$ cat src/hw/rtl/rvu_pkg.sv
package rvu_pkg;

  localparam int VEC_FRAC_BITS   = 14;
  localparam int INDEX_FRAC_BITS = 12;

  localparam int COMP_W = 16;
  localparam int IDX_W  = 16;

  localparam int RATIO_LIMIT = 10000;
  localparam int RATIO_CLAMP = 1000;
  localparam int ZERO_SCALE  = 10000;

  localparam int F = VEC_FRAC_BITS;

  // front end: restoring divider, one quotient bit per stage
  localparam int DIV_STEPS = IDX_W + F;
  localparam int BETA_W    = $clog2(RATIO_LIMIT) + F;
  localparam int LIM_W     = IDX_W + $clog2(RATIO_LIMIT) + 1;

  // back end datapath widths
  localparam int W_W    = COMP_W + BETA_W - F + 1;
  localparam int CRP_W  = W_W + COMP_W;
  localparam int CR_W   = CRP_W + 1;
  localparam int C_W    = F + 3;
  localparam int SQ_W   = 2 * F + 3;
  localparam int UU_W   = 2 * F + 5;
  localparam int WN_W   = CRP_W + 2;
  localparam int VNP_W  = 2 * COMP_W;
  localparam int D_W    = VNP_W + 2;
  localparam int RP_W   = D_W + 1 + COMP_W;
  localparam int X_W    = 2 * F + 1;
  localparam int SQ_STEPS = F + 1;
  localparam int S_W    = F + 1;
  localparam int NUMB_W = WN_W + 1;
  localparam int B_W    = NUMB_W - F;
  localparam int BN_W   = B_W + COMP_W;
  localparam int R_W    = BN_W - F + 1;

  // s1..s4, square root stages, s6, s7
  localparam int BK_STAGES = SQ_STEPS + 7;

  localparam int FIFO_DEPTH = 4;
  localparam int PTR_W      = $clog2(FIFO_DEPTH);
  localparam int CNT_W      = $clog2(FIFO_DEPTH + 1);

  localparam int COMP_MAX = 2 ** (COMP_W - 1) - 1;

  typedef logic signed [COMP_W-1:0] comp_t;
  typedef logic        [IDX_W-1:0]  idx_t;
  typedef logic signed [W_W-1:0]    wv_t;
  typedef logic signed [R_W-1:0]    rv_t;

  typedef struct packed {
    comp_t [2:0]       v;
    comp_t [2:0]       n;
    logic [BETA_W-1:0] beta;
    logic              zero;
  } ray_t;

  function automatic comp_t sat_comp(input rv_t x);
    rv_t hi;
    rv_t lo;
    hi = R_W'(COMP_MAX);
    lo = -hi - R_W'(1);
    if (x > hi) begin
      return COMP_W'(hi);
    end else if (x < lo) begin
      return COMP_W'(lo);
    end
    return COMP_W'(x);
  endfunction

endpackage

$ cat src/hw/rtl/rvu_fifo.sv
module rvu_fifo (
  input  logic           clk,
  input  logic           rst_n,
  input  logic           push,
  input  rvu_pkg::ray_t  push_data,
  output logic           full,
  input  logic           pop,
  output rvu_pkg::ray_t  pop_data,
  output logic           empty
);
  import rvu_pkg::*;

  ray_t             mem_r [FIFO_DEPTH];
  logic [PTR_W-1:0] wr_r;
  logic [PTR_W-1:0] rd_r;
  logic [CNT_W-1:0] cnt_r;
  logic             do_push;
  logic             do_pop;

  assign full     = cnt_r == CNT_W'(FIFO_DEPTH);
  assign empty    = cnt_r == '0;
  assign do_push  = push && !full;
  assign do_pop   = pop && !empty;
  assign pop_data = mem_r[rd_r];

  always_ff @(posedge clk) begin
    if (do_push) begin
      mem_r[wr_r] <= push_data;
    end
  end

  always_ff @(posedge clk) begin
    if (!rst_n) begin
      wr_r  <= '0;
      rd_r  <= '0;
      cnt_r <= '0;
    end else begin
      if (do_push) begin
        wr_r <= PTR_W'((int'(wr_r) + 1) % FIFO_DEPTH);
      end
      if (do_pop) begin
        rd_r <= PTR_W'((int'(rd_r) + 1) % FIFO_DEPTH);
      end
      if (do_push && !do_pop) begin
        cnt_r <= cnt_r + CNT_W'(1);
      end else if (do_pop && !do_push) begin
        cnt_r <= cnt_r - CNT_W'(1);
      end
    end
  end

endmodule

$ cat config.mk
export PLATFORM = sky130hd
export DESIGN_NAME = rvu_fifo
export DESIGN_NICKNAME = d
export VERILOG_FILES = /design/src/hw/rtl/rvu_pkg.sv /design/src/hw/rtl/rvu_fifo.sv
export SDC_FILE = /design/constraint.sdc
export NUM_CORES = 1
export LEC_CHECK = 0
export ABC_AREA = 0
export BUFFER_PORTS_ARGS = -buffer_cell sky130_fd_sc_hd__clkbuf_2
export CORE_ASPECT_RATIO = 1.75
export CORE_MARGIN = 4
export CORE_UTILIZATION = 40
export DETAILED_ROUTE_END_ITERATION = 6
export GPL_ROUTABILITY_DRIVEN = 0
export PLACE_DENSITY_LB_ADDON = 0.12
export SLEW_MARGIN = 20
export SYNTH_ARGS = -nofsm -noshare
export SYNTH_HDL_FRONTEND = slang
export SYNTH_SLANG_ARGS = --single-unit
export TNS_END_PERCENT = 20
$ cat constraint.sdc
create_clock -name clk -period 4.6 [get_ports clk]
set_clock_uncertainty 0.1 [all_clocks]
set_input_delay 0.46 -clock clk [delete_from_list [all_inputs] [get_ports clk]]
set_output_delay 0.46 -clock clk [all_outputs]
set_load 0.005 [all_outputs]
==> results of run 1 <==
-- stage by stage --
step	power, mW	setup slack (ps)
floorplan	7.49	224
global placement	8.67	1780
detailed placement	8.69	1740
CTS	12.3	1310
global route	12.6	1230
finish	12.0	1470
-- final cells by class --
class / count / area (sq um) / area share (%)
sequential: 509 / 15200 / 68.9
multi-input combinational: 159 / 3100 / 14.0
timing repair buffer: 287 / 1650 / 7.47
clock buffer: 62 / 1240 / 5.63
tap: 577 / 722 / 3.27
clock inverter: 20 / 141 / 0.641
inverter: 3 / 11.3 / 0.0510
-- cell usage after synthesis --
cell type,count,area share [%]
mux4_2,125,15
o21ai_0,1,0.027
inv_1,3,0.061
a21boi_0,1,0.041
edfxtp_1,500,81
clkbuf_1,9,0.18
o311ai_0,1,0.047
xor2_1,1,0.047
nand2_1,4,0.081
or3_1,1,0.034
ha_1,5,0.34
dfxtp_1,9,0.98
o31ai_1,1,0.041
nor3_1,1,0.027
nor3b_1,1,0.041
buf_2,14,0.38
xnor2_1,3,0.14
mux2i_1,3,0.16
nor2b_1,2,0.068
buf_6,7,0.43
and2_1,8,0.27
fa_1,1,0.11
-- how the worst min path moves through the flow --
stage | slack, ps | startpoint | to
2_1_floorplan | 370 | wr_r[1] | wr_r[1]
3_3_place_gp | 400 | wr_r[0] | wr_r[0]
3_5_place_dp | 390 | wr_r[0] | wr_r[0]
4_1_cts | 0.9 | push_data[37] | mem_r[0][37]
5_1_grt | 8 | push_data[19] | mem_r[2][19]
6_report | 30 | push_data[93] | mem_r[1][93]
-- where the power goes --
part / leakage [nW] / switching [mW] / total (mW) / internal, mW
combinational: 2.03 / 1.24 / 2.59 / 1.34
clock: 0.670 / 1.58 / 3.59 / 2.00
sequential: 4.66 / 0.242 / 5.87 / 5.63
-- per-layer routing --
metal	wire length (um)	track usage [%]	vias up
met5	48	0	-
met4	866	4.11	8
met3	2600	4.37	62
met2	21000	27.7	233
met1	14400	18.7	4350
li1	-	-	3626
-- cells by family after synthesis --
| family | after synthesis | synth area share [%] |
|---|---|---|
| flops | 509 | 82.2 |
| mux | 128 | 15.4 |
| buf+inv | 33 | 1.05 |
| simple gates | 17 | 0.521 |
| fa+ha+maj | 6 | 0.447 |
| compound gates | 4 | 0.156 |
| xor+xnor | 4 | 0.190 |
-- flip-flops by register name, indices dropped and copies added (netlist names), named ones only --
signal and cells:
cnt_r 3, mem_r 500, rd_r 2, wr_r 2
-- repair_timing --
item / CTS / global route
hold endpoints to repair: 47 / 0
hold buffers: 13 / 0
resized for setup: 0 / 0
==> metrics.yaml, run 1 <==
run_status:
  status: "finished clean"
die:
  num_io_pins: 256
  chipHeight_um: 292
  core_sq_um: 45400
  rows: 103
  die_w_um: 170
  die_area_sq_um: 49800
  start_util_pct: 40.7
setup_path:
  reg2reg_to: "mem_r[0][9]"
  arrival_ps: 2570
  worstPathCellList: "buf_4 -> mux4_2 -> clkbuf_2"
  r2r_start: "cnt_r[0]"
  reg2reg_slack_ps: 1830
  crit_end: "pop_data[60]"
  critPathLaunchType: "register"
  critPathBufInv: 2
  worst-path-stages: 3
  reg2reg_depth: 4
  critPathMaxFanout: 38
  cp.required_ps: 4040
  cp-end-kind: "primary output"
  crit_slowest_cell: "dfxtp_4"
  path_class: "reg2out"
  path_delay_family: "flip-flops"
  critPathMaxStageDelay_ps: 890
yosys:
  syn-instance-count: 701
  avgSynthCellArea_sq_um: 26.4
  ys_warn_count: 0
  syn_area_sq_um: 18500
  yosysUniqueCellTypes: 22
  ys_seq_area_share_pct: 82.2
  syn_nets: 836
  ys_ff_latch: 509
clock_network:
  path_clk_slew_ps: 60
  clk_path_buf_depth: 3
  clock-sinks: 509
  htree_num_levels: 2
  cts_tree: "done"
  post_cts_buffers: 0
  cts-root-buf: "clkbuf_16"
  clk_latency_ps: 540
  numCtsBuffers: 46
sta:
  period_share_pct: 67.9
  clock.fmax_ghz: 0.320
  hold_viol_final: 0
  timing.final.crit_period_ps: 3130
  report.final.slew_viol_count: 0
  fin_tns_setup_ps: 0
  finalSetupViolCount: 0
  worst_pin_slew_ps: 1040
  rsz0062_at_grt: "false"
  worst_hold_slack_ps: 29.3
  max-slew-margin-rel_pct: 30.9
hold_path:
  hp-class: "in2reg"
  hold_depth: 1
pwr:
  p_leak_nw: 7.36
  p_per_area_nw_per_um2: 546
  ir_drop_mv: 0.336
placement:
  placed_cells: 1522
  port_buffers: 255
  dp_hpwl_um: 24600
  placed_area_sq_um: 20600
global_route:
  grt_usage_pct: 15.6
  grt_pass1_wl_um: 58500
  grt_max_degree: 73
  antenna_found_initial: 4
  overflow: 0
  grt_pass1_vias: 9141
routing:
  drc: 0
  vias: 8279
  first_pass_iters: 4
  vias_per_cell: 5.12
  wl_per_cell_um: 24.1
  wl_um: 39000
  detailedRoute.firstIterationViolations: 603
  detail-route-antenna-nets: 0
final_layout:
  final_cell_mix: "edfxtp_1 (500), clkbuf_2 (255), mux4_2 (125)"
  diodes: 0
  final_common_cell: "edfxtp_1"
  n_fill_cell: 3748
  stdcell_count: 1617
  finalInstanceArea_sq_um: 22100
  fin_util_pct: 48.6
  final_nets: 1141
  drive_gt1_share_pct: 44.3
  area_delta_synth_final_pct: 19.4
flow_run:
  cap_violations: 0
Note: power is estimated with default switching activity, not from simulation.
==> inputs of run 2 (changes only) <==
==> constraint.sdc (replaced) <==
create_clock -name clk -period 3 [get_ports clk]
set_clock_uncertainty 0.1 [all_clocks]
set_input_delay 0.3 -clock clk [delete_from_list [all_inputs] [get_ports clk]]
set_output_delay 0.3 -clock clk [all_outputs]
set_load 0.005 [all_outputs]
==> metrics.yaml, run 2 (synthesis gave the netlist of run 1 again) <==
run_status:
  status: "finished clean"  # unchanged
routing:
  vias_per_cell: 5.00  # was 5.12
  vias: 8755  # was 8279
  wl_per_cell_um: 21.8  # was 24.1 um
  first_pass_iters: 4  # unchanged
  detailedRoute.firstIterationViolations: 471  # was 603
  drc: 0  # unchanged
  detail-route-antenna-nets: 0  # unchanged
  wl_um: 38100  # was 39000 um
clock_network:
  htree_num_levels: 2  # unchanged
  clk_latency_ps: 540  # about the same
  clock-sinks: 509  # unchanged
  cts-root-buf: "clkbuf_16"  # unchanged
  post_cts_buffers: 0  # unchanged
  clk_path_buf_depth: 3  # unchanged
  numCtsBuffers: 46  # unchanged
  cts_tree: "done"  # unchanged
  ctsResizeCount: 0  # unchanged
  cts_hold_buf: 126  # was 13
  path_clk_slew_ps: 60  # about the same
global_route:
  overflow: 0  # unchanged
  grt_pass1_wl_um: 58700  # was 58500 um
  grt_max_degree: 79  # was 73
  antenna_found_initial: 3  # was 4
  grt_pass1_vias: 9693  # was 9141
  grt_usage_pct: 15.5  # was 15.6%
setup_path:
  cp.required_ps: 2600  # was 4040 ps
  cp-end-kind: "primary output"  # unchanged
  arrival_ps: 2240  # was 2570 ps
  critPathLaunchType: "register"  # unchanged
  critPathMaxFanout: 16  # was 38
  reg2reg_depth: 9  # was 4
  path_class: "reg2out"  # unchanged
final_layout:
  finalInstanceArea_sq_um: 23600  # was 22100 sq um
  area_delta_synth_final_pct: 27.5  # was 19.4%
  n_fill_cell: 3688  # was 3748
  drive_gt1_share_pct: 41.5  # was 44.3%
  final_nets: 1272  # was 1141
  ff_latch_area_sq_um: 15200  # unchanged
  multi_input_area_sq_um: 3100  # unchanged
  stdcell_count: 1750  # was 1617
  largest_register: "mem_r"  # unchanged
  final_cell_mix: "edfxtp_1 (500), clkbuf_2 (255), dlygate4sd3_1 (126)"  # was edfxtp_1 (500), clkbuf_2 (255), mux4_2 (125)
  final_common_cell: "edfxtp_1"  # unchanged
  top_regs: "mem_r x500, cnt_r x3"  # unchanged
  largest_reg_flops: 500  # unchanged
die:
  die_area_sq_um: 49800  # unchanged
  num_io_pins: 256  # unchanged
  die_w_um: 170  # unchanged
  core_sq_um: 45400  # unchanged
  start_util_pct: 40.7  # unchanged
  chipHeight_um: 292  # unchanged
  rows: 103  # unchanged
placement:
  port_buffers: 255  # unchanged
  placed_cells: 1540  # was 1522
  dp_hpwl_um: 24200  # was 24600 um
  placed_area_sq_um: 20900  # was 20600 sq um
pwr:
  p_leak_nw: 7.99  # was 7.36 nW
  p_per_area_nw_per_um2: 797  # was 546 nW/um^2
  ir_drop_mv: 0.553  # was 0.336 mV
  power_mw: 18.8  # was 12.0 mW
hold_path:
  hp-class: "in2reg"  # unchanged
  hold_depth: 4  # was 1
sta:
  finalSetupViolCount: 0  # unchanged
  report.final.slew_viol_count: 0  # unchanged
  rsz0062_at_grt: "false"  # unchanged
  period_share_pct: 88.1
  max-slew-margin-rel_pct: 49.6  # was 30.9%
  worst_hold_slack_ps: 122  # was 29.3 ps
  worst_pin_slew_ps: 756  # was 1040 ps
  hold_viol_final: 0  # unchanged
  clock.fmax_ghz: 0.378
  timing.final.crit_period_ps: 2640
flow_run:
  cap_violations: 0  # unchanged
[run 2: changes by cell type in the layout (fill, tap and decap cells not counted), sizes merged]
cell         delta
bufinv          +1
clkinv          -2
clkinvlp        +1
dlygate4sd3   +113
diode           +2
buf            +18
[run 2: through the flow]
stage	setup slack (ps)	util [%]	setup TNS [ps]
CTS	245	51.9	0
global route	198	51.9	0
floorplan	-1380	-	-515790
finish	356	51.9	0
detailed placement	696	46.0	0
global placement	788	46.0	0
[run 2: worst paths after layout]
path	startpoint	end	slack [ps]
setup / recovery	register	pop_data[64]	360
hold / removal	pop	register	120
setup reg to reg	cnt_r[0]	cnt_r[2]	700
hold reg to reg	wr_r[0]	wr_r[0]	410
[run 2: cell type report]
type	instances	area share, %
clock inverters	20	0.759
repair buffers	418	13.2
diodes	2	0.0212
inverters	3	0.0478
clock buffers	62	5.23
multi-input cells	159	13.1
well taps	577	3.06
flip-flops and latches	509	64.5
[run 2: layer usage]
layer  global-route usage [%]  part of all wire, %  vias up
met5                        0                0.031        -
met4                     4.54                  2.5        2
met3                     3.15                  5.1       56
met2                     27.1                   54      208
met1                     19.4                   39     4584
li1                         -                    -     3905
[run 2: worst max-delay path, cell delays in order (launching register included)]
cell	delay, ps
dfxtp_4	560
buf_12	240
buf_12	190
mux4_2	520
clkbuf_2	150
[run 2: where the power goes]
group	internal [mW]	switching, mW
Combinational	2.31	2.09
Clock	3.14	2.42
Sequential	8.62	0.220
